File: src/rtl/sftr_pkg.sv
`default_nettype none
package sftr_pkg;

    // Field widths
    localparam int TICK_W   = 32;
    localparam int STEP_W   = 12;
    localparam int RATIO_W  = 17;
    localparam int OFFS_W   = 16;
    localparam int DATA_W   = 48;
    localparam int WORD_W   = 16;
    localparam int CFG_W    = 32;
    localparam int CFG_IDX_W = 2;
    localparam int S_TDATA_W = 112;
    localparam int S_TUSER_W = 3;
    localparam int M_TDATA_W = 96;
    localparam int M_TUSER_W = 1;
    localparam int DIV_CNT_W = 5;

    // Host tick scaling: ticks * 625 / 64 into 25us units
    localparam int SCALE_MUL   = 625;
    localparam int SCALE_SHIFT = 6;
    localparam int FRAC_PROD_W = 16;

    // Register reset values
    localparam logic [STEP_W-1:0]  STEP_RST      = 12'd96;
    localparam logic [TICK_W-1:0]  MAX_INTV_RST  = 32'd65535;
    localparam logic [RATIO_W-1:0] RATIO_MIN_RST = 17'd55705;
    localparam logic [RATIO_W-1:0] RATIO_MAX_RST = 17'd75366;
    localparam logic [RATIO_W-1:0] RATIO_UNITY   = 17'd65536;

    // Register indexes
    localparam logic [CFG_IDX_W-1:0] CFG_STAMP_STEP   = 2'd0;
    localparam logic [CFG_IDX_W-1:0] CFG_PAIR_MAX_INT = 2'd1;
    localparam logic [CFG_IDX_W-1:0] CFG_RATIO_MIN    = 2'd2;
    localparam logic [CFG_IDX_W-1:0] CFG_RATIO_MAX    = 2'd3;

    // Item command codes
    localparam logic CMD_PAIR  = 1'b0;
    localparam logic CMD_ENTRY = 1'b1;

    // FIFO entry kinds
    localparam logic [1:0] KIND_TIMESTAMP = 2'd0;
    localparam logic [1:0] KIND_ACCEL     = 2'd1;
    localparam logic [1:0] KIND_TEMP      = 2'd2;
    localparam logic [1:0] KIND_OTHER     = 2'd3;

    // Result sample kinds
    localparam logic SAMPLE_MOTION = 1'b0;
    localparam logic SAMPLE_TEMP   = 1'b1;

    typedef enum logic [2:0] {
        ST_IDLE,
        ST_DECODE,
        ST_PAIR_CHECK,
        ST_DIV,
        ST_DIV_DONE,
        ST_STAMP_DIFF,
        ST_STAMP_SCALE,
        ST_STAMP_OUT
    } state_t;

    typedef struct packed {
        logic capture;
        logic pair_scale;
        logic div_start;
        logic div_step;
        logic ratio_update;
        logic pair_store;
        logic set_anchor;
        logic stamp_add;
        logic stamp_diff;
        logic stamp_scale;
        logic out_load;
        logic offset_inc;
    } dp_cmd_t;

    typedef struct packed {
        logic       is_pair;
        logic [1:0] kind;
        logic       anchor_valid;
        logic       div_ok;
        logic       div_last;
    } dp_sts_t;

endpackage
`default_nettype wire

File: src/rtl/sftr_dp.sv
`default_nettype none
module sftr_dp
    import sftr_pkg::*;
(
    input  wire logic                  clk,
    input  wire logic                  rst_n,
    input  wire logic                  cfg_we,
    input  wire logic [CFG_IDX_W-1:0]  cfg_index,
    input  wire logic [CFG_W-1:0]      cfg_data,
    input  wire logic [S_TDATA_W-1:0]  s_tdata,
    input  wire logic [S_TUSER_W-1:0]  s_tuser,
    input  wire dp_cmd_t               cmd,
    output dp_sts_t                    sts,
    output logic [M_TDATA_W-1:0]       m_tdata,
    output logic [M_TUSER_W-1:0]       m_tuser
);

    // Configuration
    logic [STEP_W-1:0]  step_reg;
    logic [TICK_W-1:0]  max_intv_reg;
    logic [RATIO_W-1:0] ratio_min_reg;
    logic [RATIO_W-1:0] ratio_max_reg;

    // Architectural state
    logic [TICK_W-1:0]  pair_host_reg;
    logic [TICK_W-1:0]  pair_dev_reg;
    logic               pair_valid_reg;
    logic [RATIO_W-1:0] ratio_reg;
    logic [TICK_W-1:0]  anchor_reg;
    logic [OFFS_W-1:0]  offset_reg;
    logic               anchor_valid_reg;

    // Captured item
    logic               cmd_in_reg;
    logic [TICK_W-1:0]  host_in_reg;
    logic [TICK_W-1:0]  dev_in_reg;
    logic [1:0]         kind_in_reg;
    logic [DATA_W-1:0]  data_in_reg;

    // Working registers
    logic [TICK_W-1:0]         host_scaled_reg;
    logic [OFFS_W+STEP_W-1:0]  prod_reg;
    logic [TICK_W-1:0]         devst_reg;
    logic [TICK_W-1:0]         mag_reg;
    logic                      neg_reg;
    logic [WORD_W-1:0]         part_reg;
    logic [TICK_W-1:0]         rem_reg;
    logic [TICK_W-1:0]         quo_reg;
    logic [TICK_W-1:0]         dvs_reg;
    logic [DIV_CNT_W-1:0]      cnt_reg;

    // Output register
    logic               out_kind_reg;
    logic [TICK_W-1:0]  out_stamp_reg;
    logic [WORD_W-1:0]  out_x_reg;
    logic [WORD_W-1:0]  out_y_reg;
    logic [WORD_W-1:0]  out_z_reg;
    logic [WORD_W-1:0]  out_t_reg;

    logic [TICK_W-1:0]      scale_hi;
    logic [FRAC_PROD_W-1:0] scale_lo;
    logic [TICK_W-1:0]      host_scaled_next;
    logic [TICK_W-1:0]      dh;
    logic [TICK_W-1:0]      dd;
    logic [TICK_W:0]        div_trial;
    logic                   div_bit;
    logic                   ratio_in_clamp;
    logic [TICK_W-1:0]      diff;
    logic [TICK_W+RATIO_W-1:0] scaled_prod;
    logic [TICK_W-1:0]      stamp_next;

    // ticks*625/64 split so the low bits keep their fraction
    assign scale_hi = TICK_W'(host_in_reg[TICK_W-1:SCALE_SHIFT]) * TICK_W'(SCALE_MUL);
    assign scale_lo = FRAC_PROD_W'(host_in_reg[SCALE_SHIFT-1:0]) * FRAC_PROD_W'(SCALE_MUL);
    assign host_scaled_next = scale_hi + TICK_W'(scale_lo[FRAC_PROD_W-1:SCALE_SHIFT]);

    assign dh = host_scaled_reg - pair_host_reg;
    assign dd = dev_in_reg - pair_dev_reg;

    // restoring divide, one quotient bit per cycle
    assign div_trial = {rem_reg, quo_reg[TICK_W-1]};
    assign div_bit   = (div_trial >= {1'b0, dvs_reg});

    assign ratio_in_clamp = (quo_reg >= TICK_W'(ratio_min_reg)) &&
                            (quo_reg <= TICK_W'(ratio_max_reg));

    assign diff        = pair_dev_reg - devst_reg;
    assign scaled_prod = mag_reg * ratio_reg;
    assign stamp_next  = neg_reg ? pair_host_reg + TICK_W'(part_reg)
                                 : pair_host_reg - TICK_W'(part_reg);

    assign sts.is_pair      = (cmd_in_reg == CMD_PAIR);
    assign sts.kind         = kind_in_reg;
    assign sts.anchor_valid = anchor_valid_reg;
    assign sts.div_ok       = pair_valid_reg && (dd != '0) && (dh <= max_intv_reg);
    assign sts.div_last     = (cnt_reg == '1);

    always_ff @(posedge clk or negedge rst_n)
    begin
        if (!rst_n)
        begin
            step_reg         <= STEP_RST;
            max_intv_reg     <= MAX_INTV_RST;
            ratio_min_reg    <= RATIO_MIN_RST;
            ratio_max_reg    <= RATIO_MAX_RST;
            pair_host_reg    <= '0;
            pair_dev_reg     <= '0;
            pair_valid_reg   <= 1'b0;
            ratio_reg        <= RATIO_UNITY;
            anchor_reg       <= '0;
            offset_reg       <= '0;
            anchor_valid_reg <= 1'b0;
        end
        else
        begin
            if (cfg_we)
            begin
                case (cfg_index)
                    CFG_STAMP_STEP:   step_reg      <= cfg_data[STEP_W-1:0];
                    CFG_PAIR_MAX_INT: max_intv_reg  <= cfg_data[TICK_W-1:0];
                    CFG_RATIO_MIN:    ratio_min_reg <= cfg_data[RATIO_W-1:0];
                    CFG_RATIO_MAX:    ratio_max_reg <= cfg_data[RATIO_W-1:0];
                    default:          step_reg      <= step_reg;
                endcase
            end
            if (cmd.ratio_update && ratio_in_clamp)
            begin
                ratio_reg <= quo_reg[RATIO_W-1:0];
            end
            if (cmd.pair_store)
            begin
                pair_host_reg  <= host_scaled_reg;
                pair_dev_reg   <= dev_in_reg;
                pair_valid_reg <= 1'b1;
            end
            if (cmd.set_anchor)
            begin
                anchor_reg       <= data_in_reg[TICK_W-1:0];
                offset_reg       <= '0;
                anchor_valid_reg <= 1'b1;
            end
            else if (cmd.offset_inc)
            begin
                offset_reg <= offset_reg + 1'b1;
            end
        end
    end

    always_ff @(posedge clk)
    begin
        // offset holds while idle; with step unwritten, ready at decode
        prod_reg <= offset_reg * step_reg;
        if (cmd.capture)
        begin
            cmd_in_reg  <= s_tuser[0];
            kind_in_reg <= s_tuser[2:1];
            host_in_reg <= s_tdata[31:0];
            dev_in_reg  <= s_tdata[63:32];
            data_in_reg <= s_tdata[111:64];
        end
        if (cmd.pair_scale)
        begin
            host_scaled_reg <= host_scaled_next;
        end
        if (cmd.div_start)
        begin
            rem_reg <= '0;
            quo_reg <= {dh[WORD_W-1:0], {WORD_W{1'b0}}};
            dvs_reg <= dd;
            cnt_reg <= '0;
        end
        else if (cmd.div_step)
        begin
            rem_reg <= div_bit ? TICK_W'(div_trial - {1'b0, dvs_reg}) : div_trial[TICK_W-1:0];
            quo_reg <= {quo_reg[TICK_W-2:0], div_bit};
            cnt_reg <= cnt_reg + 1'b1;
        end
        if (cmd.stamp_add)
        begin
            devst_reg <= anchor_reg + TICK_W'(prod_reg);
        end
        if (cmd.stamp_diff)
        begin
            neg_reg <= diff[TICK_W-1];
            mag_reg <= diff[TICK_W-1] ? (~diff + 1'b1) : diff;
        end
        if (cmd.stamp_scale)
        begin
            part_reg <= scaled_prod[TICK_W-1:WORD_W];
        end
        if (cmd.out_load)
        begin
            out_stamp_reg <= stamp_next;
            if (kind_in_reg == KIND_ACCEL)
            begin
                out_kind_reg <= SAMPLE_MOTION;
                out_x_reg    <= data_in_reg[15:0];
                out_y_reg    <= data_in_reg[31:16];
                out_z_reg    <= data_in_reg[47:32];
                out_t_reg    <= '0;
            end
            else
            begin
                out_kind_reg <= SAMPLE_TEMP;
                out_x_reg    <= '0;
                out_y_reg    <= '0;
                out_z_reg    <= '0;
                out_t_reg    <= data_in_reg[15:0];
            end
        end
    end

    assign m_tdata = {out_t_reg, out_z_reg, out_y_reg, out_x_reg, out_stamp_reg};
    assign m_tuser = out_kind_reg;

endmodule
`default_nettype wire

File: src/rtl/sftr_ctrl.sv
`default_nettype none
module sftr_ctrl
    import sftr_pkg::*;
(
    input  wire logic    clk,
    input  wire logic    rst_n,
    input  wire logic    s_tvalid,
    output logic         s_tready,
    output logic         m_tvalid,
    input  wire logic    m_tready,
    input  wire dp_sts_t sts,
    output dp_cmd_t      cmd
);

    state_t state_reg;
    state_t state_next;
    logic   out_valid_reg;
    logic   out_valid_next;
    logic   out_free;

    assign out_free = !out_valid_reg || m_tready;

    always_comb
    begin
        state_next = state_reg;
        case (state_reg)
            ST_IDLE:
            begin
                if (s_tvalid)
                begin
                    state_next = ST_DECODE;
                end
            end
            ST_DECODE:
            begin
                if (sts.is_pair)
                begin
                    state_next = ST_PAIR_CHECK;
                end
                else if (sts.kind == KIND_TIMESTAMP || sts.kind == KIND_OTHER ||
                         !sts.anchor_valid)
                begin
                    state_next = ST_IDLE;
                end
                else
                begin
                    state_next = ST_STAMP_DIFF;
                end
            end
            ST_PAIR_CHECK:  state_next = sts.div_ok ? ST_DIV : ST_IDLE;
            ST_DIV:
            begin
                if (sts.div_last)
                begin
                    state_next = ST_DIV_DONE;
                end
            end
            ST_DIV_DONE:    state_next = ST_IDLE;
            ST_STAMP_DIFF:  state_next = ST_STAMP_SCALE;
            ST_STAMP_SCALE: state_next = ST_STAMP_OUT;
            ST_STAMP_OUT:
            begin
                if (out_free)
                begin
                    state_next = ST_IDLE;
                end
            end
            default:        state_next = ST_IDLE;
        endcase
    end

    always_comb
    begin
        cmd      = '0;
        s_tready = 1'b0;
        case (state_reg)
            ST_IDLE:
            begin
                s_tready    = 1'b1;
                cmd.capture = s_tvalid;
            end
            ST_DECODE:
            begin
                cmd.pair_scale = sts.is_pair;
                cmd.set_anchor = !sts.is_pair && (sts.kind == KIND_TIMESTAMP);
                cmd.stamp_add  = !sts.is_pair;
            end
            ST_PAIR_CHECK:
            begin
                cmd.div_start  = sts.div_ok;
                cmd.pair_store = !sts.div_ok;
            end
            ST_DIV:         cmd.div_step = 1'b1;
            ST_DIV_DONE:
            begin
                cmd.ratio_update = 1'b1;
                cmd.pair_store   = 1'b1;
            end
            ST_STAMP_DIFF:  cmd.stamp_diff  = 1'b1;
            ST_STAMP_SCALE: cmd.stamp_scale = 1'b1;
            ST_STAMP_OUT:
            begin
                cmd.out_load   = out_free;
                cmd.offset_inc = out_free && (sts.kind == KIND_ACCEL);
            end
            default:        cmd = '0;
        endcase
    end

    always_comb
    begin
        out_valid_next = out_valid_reg;
        if (cmd.out_load)
        begin
            out_valid_next = 1'b1;
        end
        else if (m_tready)
        begin
            out_valid_next = 1'b0;
        end
    end

    always_ff @(posedge clk or negedge rst_n)
    begin
        if (!rst_n)
        begin
            state_reg     <= ST_IDLE;
            out_valid_reg <= 1'b0;
        end
        else
        begin
            state_reg     <= state_next;
            out_valid_reg <= out_valid_next;
        end
    end

    assign m_tvalid = out_valid_reg;

endmodule
`default_nettype wire

File: src/rtl/sensor_fifo_timestamp_rebuild.sv
// Channel  | Direction | Payload
// ---------+-----------+-----------------------------------------------------
// s_axis   | in        | tdata: host_ticks, device_count, entry_data
//          |           | tuser: command, entry_kind
// m_axis   | out       | tdata: stamp, x_axis, y_axis, z_axis, temperature
//          |           | tuser: sample_kind
// cfg      | in        | cfg_we / cfg_index / cfg_data, write only
//
// One item is in flight at a time. A motion or temperature entry goes through
// decode with anchor add, pairing distance, ratio multiply and host add, where
// its result is loaded; the block then returns to idle for the next transfer.
// Timestamp and dropped entries return to idle straight after decode.
// A pairing ends after the pairing check, or after the divide and ratio update:
// the 32-bit restoring divider yields one quotient bit per cycle.
// rst_n resets the controller, the pairing/anchor state and the registers.
// A result held by m_tready low stalls only the next result-producing entry.
`default_nettype none
module sensor_fifo_timestamp_rebuild
    import sftr_pkg::*;
(
    input  wire logic                  clk,
    input  wire logic                  rst_n,
    // register write port
    input  wire logic                  cfg_we,
    input  wire logic [CFG_IDX_W-1:0]  cfg_index,
    input  wire logic [CFG_W-1:0]      cfg_data,
    // input items
    input  wire logic                  s_tvalid,
    output logic                       s_tready,
    input  wire logic [S_TDATA_W-1:0]  s_tdata,  // host_ticks[31:0], device_count[63:32],
                                                 // entry_data[111:64]
    input  wire logic [S_TUSER_W-1:0]  s_tuser,  // command[0], entry_kind[2:1]
    // result samples
    output logic                       m_tvalid,
    input  wire logic                  m_tready,
    output logic [M_TDATA_W-1:0]       m_tdata,  // stamp[31:0], x_axis[47:32], y_axis[63:48],
                                                 // z_axis[79:64], temperature[95:80]
    output logic [M_TUSER_W-1:0]       m_tuser   // sample_kind[0]
);

    dp_cmd_t cmd;
    dp_sts_t sts;

    // sequencer: item decode, divide loop, stamp steps, output handshake
    sftr_ctrl u_ctrl (
        .clk      (clk),
        .rst_n    (rst_n),
        .s_tvalid (s_tvalid),
        .s_tready (s_tready),
        .m_tvalid (m_tvalid),
        .m_tready (m_tready),
        .sts      (sts),
        .cmd      (cmd)
    );

    // registers, pairing/anchor state, divider, stamp arithmetic, output reg
    sftr_dp u_dp (
        .clk       (clk),
        .rst_n     (rst_n),
        .cfg_we    (cfg_we),
        .cfg_index (cfg_index),
        .cfg_data  (cfg_data),
        .s_tdata   (s_tdata),
        .s_tuser   (s_tuser),
        .cmd       (cmd),
        .sts       (sts),
        .m_tdata   (m_tdata),
        .m_tuser   (m_tuser)
    );

endmodule
`default_nettype wire

File: config.mk
export PLATFORM = sky130hd
export DESIGN_NAME = sensor_fifo_timestamp_rebuild
export DESIGN_NICKNAME = d
export VERILOG_FILES = /design/src/rtl/sftr_pkg.sv /design/src/rtl/sftr_dp.sv /design/src/rtl/sftr_ctrl.sv /design/src/rtl/sensor_fifo_timestamp_rebuild.sv
export SDC_FILE = /design/constraint.sdc
export NUM_CORES = 2
export LEC_CHECK = 0
export ABC_AREA = 1
export BUFFER_PORTS_ARGS = -buffer_cell sky130_fd_sc_hd__buf_2
export CAP_MARGIN = 20
export CORE_ASPECT_RATIO = 1.25
export CORE_MARGIN = 2
export CORE_UTILIZATION = 39
export CTS_BUF_LIST = sky130_fd_sc_hd__clkbuf_2
export DETAILED_ROUTE_END_ITERATION = 16
export SYNTH_ARGS = -nofsm -noshare
export SYNTH_HDL_FRONTEND = slang
export SYNTH_HIERARCHICAL = 1
export SYNTH_SLANG_ARGS = --single-unit
File: constraint.sdc
create_clock -name clk -period 15.5 [get_ports clk]
set_input_delay 1.55 -clock clk [delete_from_list [all_inputs] [get_ports clk]]
set_output_delay 1.55 -clock clk [all_outputs]
set_load 0.03 [all_outputs]
# Word level (Yosys, flattened, before mapping)
# Index checks and enable logic that the tools add are counted.
# word_totals
out_inout_bits,99
in_bits,154
reg_bits,667
word_cells,125
# op_classes
reduce_logical,24
multipliers,4
bitwise_logic,2
order_cmp,4
eq_ne,16
muxes,28
addsub,11
# op_table
op,count
$mux 32,4
$sub 32x32->32,4
$ge 33x32->1,1
$add 32x1->32 const B,1
$add 32x10->32,1
$add 32x16->32,1
$add 32x28->32,1
$ge 32x17->1,1
$le 32x17->1,1
$le 32x32->1,1
$mul 26x10->32 const B,1
$mul 32x17->32,1
$mux 16,2
$not 32->32,1
$reduce_bool 32->1,1
$sub 32x16->32,1
$mux 31,1
$mul 16x12->28,1
$pmux 3 s8,1
$add 16x1->16 const B,1
$mul 6x10->16 const B,1
$mux 3,5
$eq 3x3->1 const B,4
$mux 1,11
19 further kinds,41

# Longest topological paths before layout
# logic_depth
word_depth,6
ltp_mapped,33
depth_no_buf,32

# Modules after synthesis
# Netlist, hierarchy kept.
# by_module_without_submodules
module,cells_per_inst,area_each_um2,instances,seq_area_each_um2
sftr_dp,7235,59866.2,1,18097.4
sftr_ctrl,69,415.4,1,100.1

# Worst setup path after synthesis
# Ideal clock, no wire load.
# synth_path
path_type,input -> register
startpoint,input port s_tvalid
endpoint,"register u_dp.cmd_in_reg, enable pin"
arrival_ns,6.346
cell_stages,2
path_buffers,0
path_slack_ns,8.564
setup_time_ns,0.590
path_cell_list,inv_1 -> nor2_1
# synth_rtl
element,line_no,source
"start, declared",sensor_fifo_timestamp_rebuild.sv:28,"input wire logic s_tvalid,"
"end signal, assigned",sftr_dp.sv:155,cmd_in_reg <= s_tuser[0];
"end, declared",sftr_dp.sv:34,logic cmd_in_reg;

# Worst setup path in the final report
# layout_path
startpoint,register u_dp.ratio_reg[6]
endpoint,"register u_dp.part_reg[15], data pin"
# layout_via
elab_chain_cells,1
# layout_rtl
element,line_no,source
"start, declared",sftr_dp.sv:28,logic [RATIO_W-1:0] ratio_reg;
"start signal, assigned",sftr_dp.sv:128,ratio_reg <= quo_reg[RATIO_W-1:0];
$mul 32x17->32,sftr_dp.sv:88,assign scaled_prod = mag_reg * ratio_reg;
via u_dp.scaled_prod[31],sftr_dp.sv:69,logic [TICK_W+RATIO_W-1:0] scaled_prod;
"end signal, assigned",sftr_dp.sv:189,part_reg <= scaled_prod[TICK_W-1:WORD_W];
"end, declared",sftr_dp.sv:46,logic [WORD_W-1:0] part_reg;
# The timed path passes the listed nets, and every way through them passes these cells.
# A chain may end at the register's enable or synchronous reset.

==> qor.log <==
INFO  synthesis      yosysSeqAreaShare=30.2%
INFO  clocking       clk_pin_slew_worst_paths=0.12ns
INFO  die            start_util=39.2%
INFO  critical_path  worst_r2r_endpoint=u_dp/part_reg[15]
INFO  clocking       tritoncts_num_sinks=667
INFO  die            overall_die_area=0.158sqmm
INFO  synthesis      post_synth_instance_area=0.0603sqmm
INFO  clocking       cts_buffer_depth=3
INFO  clocking       clock_tree.root_cell=clkbuf_2
INFO  critical_path  reg2reg_setup_slack=8.96ns
INFO  clocking       cts.htree.levels=4
INFO  die            fp-row-count=161
INFO  flow_run       maxCapViolations=0
INFO  synthesis      synthFlopType=edfxtp_1
INFO  power          share_comb_of_total_power=65.9%
INFO  power          switchingPower=7.27mW
INFO  synthesis      syn-instance-count=7304
INFO  route          drc=0
INFO  critical_path  crit-reg2reg-launch=u_dp/ratio_reg[6]
INFO  synthesis      avgSynthCellArea=8.25squm
INFO  clocking       tritoncts.num_buffers=171
INFO  route          finalWirelength=173000um
INFO  clocking       buffers_inserted_during_post_cts_setup_optimization=0
INFO  synthesis      synth.top_cell.area_share=18.6%
INFO  synthesis      dominant_cell_type_by_area_after_synthesis=edfxtp_1
INFO  critical_path  crit_path_end_kind=flop
INFO  critical_path  worst_ep_arrival_time=7.80ns
INFO  grt            grt_util_all_layers=22.2%
INFO  critical_path  cp-start-kind=flop
INFO  clocking       clk_latency=1.60ns
INFO  placed_design  preCtsSetupSlack=9.12ns
INFO  synthesis      yosys.area_share.simple=18.1%
INFO  placed_design  io_buffers=252
INFO  route          detail_route.vias_per_cell=4.94
INFO  timing         finalCritPeriodShare=42.2%
INFO  timing         worst_slack=8.96ns
INFO  die            count_of_pins_on_the_block_boundary=253
INFO  placed_design  dp_hpwl=136000um
INFO  power          power_switching_share=52.8%
INFO  finish         final_layout_size_suffix_gt1_share=8.60%
INFO  finish         synthToLayoutAreaGrowth=10.8%
INFO  timing         final_max_slew_viol_count=0
INFO  synthesis      synth.cells.most_frequent=nand2_1, inv_1, fa_1, ha_1, nor2_1
INFO  power          fin_total_pwr=13.8mW
INFO  synthesis      complex_gate_fraction_of_the_synthesized_area=8.34%
INFO  synthesis      synth_fa_ha_area_share=28.6%
INFO  grt            grt_antenna_before_repair=6
INFO  critical_path  critical_path.cell_chain=nand2_1 -> fa_1 -> inv_1 -> fa_1 -> inv_1 -> fa_1 -> inv_1 -> fa_1 -> inv_1 -> fa_1 -> inv_1 -> fa_1 -> ha_1 -> a21oi_1 -> o21ai_0 -> a21oi_1 -> nand3_1 -> nand2_1 -> nand3_1 -> a21oi_1 -> inv_1 -> nand2_1 -> nand2_1
INFO  timing         finalSetupViolCount=0
INFO  critical_path  worst-setup-path-type=reg -> reg
INFO  clocking       cts_tree=yes
INFO  synthesis      number_of_enable_type_register_cells_in_the_synthesized_netlist=373
INFO  critical_path  critical_path_peak_fanout=27
INFO  timing         fmax=153MHz
INFO  placed_design  globalplace.congestion=0.926
INFO  timing         worst_slew_pin_slew=1.14ns
INFO  placed_design  dpl.cell_count=9430
INFO  min_path       min-delay-path-class=in -> reg
INFO  synthesis      async_flop_share=31.9%
INFO  synthesis      yosysUniqueCellTypes=64
INFO  synthesis      muxShareOfSynthArea=0%
INFO  grt            first_global_vias=50900
INFO  timing         rsz0062_at_grt=false
INFO  critical_path  crit_required=16.77ns
INFO  route          post_drt_wl_per_cell=17.5um
INFO  status         run_status=completed
INFO  power          p_int=6.50mW
INFO  min_path       hold_path_end=u_dp/max_intv_reg[27]
INFO  power          powerDensity=206mW/mm^2
INFO  power          peakVddDrop=0.000210V
INFO  route          first_pass_iters=8
INFO  finish         fin_cells=9882
INFO  synthesis      xor_xnor_share_of_the_synthesized_area=3.96%
INFO  die            floorplan.die.width=356um
INFO  power          total_leakage_power=33.1nW
INFO  critical_path  critPathSlowestCell=dfrtp_1
INFO  grt            global_route_wire_length_before_repair=275000um
INFO  timing         timing_hold_violations_final=0
INFO  timing         timing.clock.skew=0.147ns
INFO  critical_path  crit_start=u_dp/ratio_reg[6]
INFO  die            core_region_area=0.154sqmm
INFO  synthesis      synthMostInstantiatedCell=nand2_1
INFO  critical_path  critPathMaxStageDelay=1.11ns
INFO  timing         max_slew_margin=24.2%
INFO  route          postRouteAntennaNets=0
INFO  synthesis      synth_top_family_by_area=adder cells
INFO  timing         final.min_clock_period=6.54ns
INFO  synthesis      synth_seq_cells=667
INFO  die            die-height=444um
INFO  synthesis      post_synth_main_area_contributors=edfxtp_1, fa_1, nand2_1
INFO  route          vias=48800
INFO  critical_path  reg2regPathDepth=23
INFO  finish         layout.nets=8898
INFO  grt            global_route.overflow_total=0
INFO  min_path       worst_hold_start=cfg_data[27]
INFO  synthesis      yosysWarnings=6
INFO  timing         finalSetupTns=0ns
INFO  grt            pin_count_of_the_biggest_net_entering_global_routing=95
INFO  finish         largest_register_ffs=48
INFO  synthesis      synth_nets=8509
INFO  power          p_clk_share=10.2%
INFO  min_path       whs_path_depth=3
INFO  route          drtIter0Drc=2800
INFO  power          share_seq_of_total_power=23.9%
power groups by stage:
stage	Combinational, mW	Sequential [mW]	Clock (mW)
after detailed placement	8.95	3.33	0
after floorplan	6.48	3.10	0
after CTS	9.05	3.30	1.47
after global routing	10.3	3.35	1.55
final	9.07	3.30	1.40
after global placement	8.88	3.32	0
area by class of cell:
type	instances	area [sq um]
fill	15500	86900
multi-input combinational	4906	35600
sequential	667	18200
inverter	1531	5750
timing repair buffer	416	2860
tap	2037	2550
clock buffer	225	1130
clock inverter	93	702
antenna	7	17.5
critical path, delay by kind of cell (launching register included):
kind / cells / cell delay (ns)
and+or+nand+nor: 6 / 0.67
AOI/OAI and AO/OA: 4 / 0.75
adders and majority gates: 7 / 3.35
buffers and inverters: 6 / 0.34
DFF: 1 / 1.11
stage by stage:
step / util, % / instance area [sq um] / hold WS [ns]
final: 43.4 / 66800 / 0.255
after CTS: 43.4 / 66700 / 0.00345
after global routing: 43.4 / 66800 / 0.0987
after global placement: 41.4 / 63600 / 0.453
after detailed placement: 41.4 / 63600 / 0.456
after floorplan: - / 60300 / 0.438
worst max-delay path by stage:
stage	to	slack, ns	cells after the start
after floorplan	u_dp/cmd_in_reg	8.56	2
after global placement	u_dp/part_reg[15]	9.15	23
after detailed placement	u_dp/part_reg[15]	9.12	23
after CTS	u_dp/part_reg[15]	9.02	23
after global routing	u_dp/host_scaled_reg[31]	8.63	29
final	u_dp/part_reg[15]	8.96	23
what timing repair did:
item,in CTS,in global routing
endpoints found under the hold margin,209,0
resized for setup,0,0
hold buffers,125,0
metal layers:
metal  wire length (um)  track usage, %  up-vias
li1                   -               -    23700
met1              71900            27.1    23400
met2              86300            39.0     1311
met3               7610            2.84      355
met4               7130            9.59        2
met5                  8               0        -
cells by family (layout without fill, tap and decap cells):
group,after synthesis,in the layout
xor gates and xnor gates,271,271
adders and majority gates,1051,1051
and+or+nand+nor,2685,2685
buffers and inverters,1731,2265
DFF,667,667
other,0,7
AOI/OAI and AO/OA,899,899
cell usage in the layout (no fill, tap or decap), drive strengths merged, types with 9 or more instances in the layout:
| cell type | count |
|---|---|
| a21boi | 9 |
| ha | 510 |
| nor3 | 56 |
| edfxtp | 373 |
| clkbuf | 225 |
| nand4 | 78 |
| dfstp | 36 |
| o21a | 19 |
| inv | 1534 |
| clkinv | 75 |
| nand2 | 1817 |
| a31oi | 24 |
| nor2 | 474 |
| dfxtp | 81 |
| nand3 | 205 |
| o22ai | 18 |
| nor4 | 18 |
| dfrtp | 177 |
| fa | 541 |
| buf | 291 |
| xor2 | 171 |
| o211ai | 36 |
| a21o | 21 |
| bufinv | 11 |
| o21ai | 354 |
| dlygate4sd3 | 125 |
| o21bai | 28 |
| nand3b | 12 |
| xnor2 | 100 |
| a21oi | 352 |
| or2 | 10 |
No activity file was read; power rests on OpenSTA's default activity.
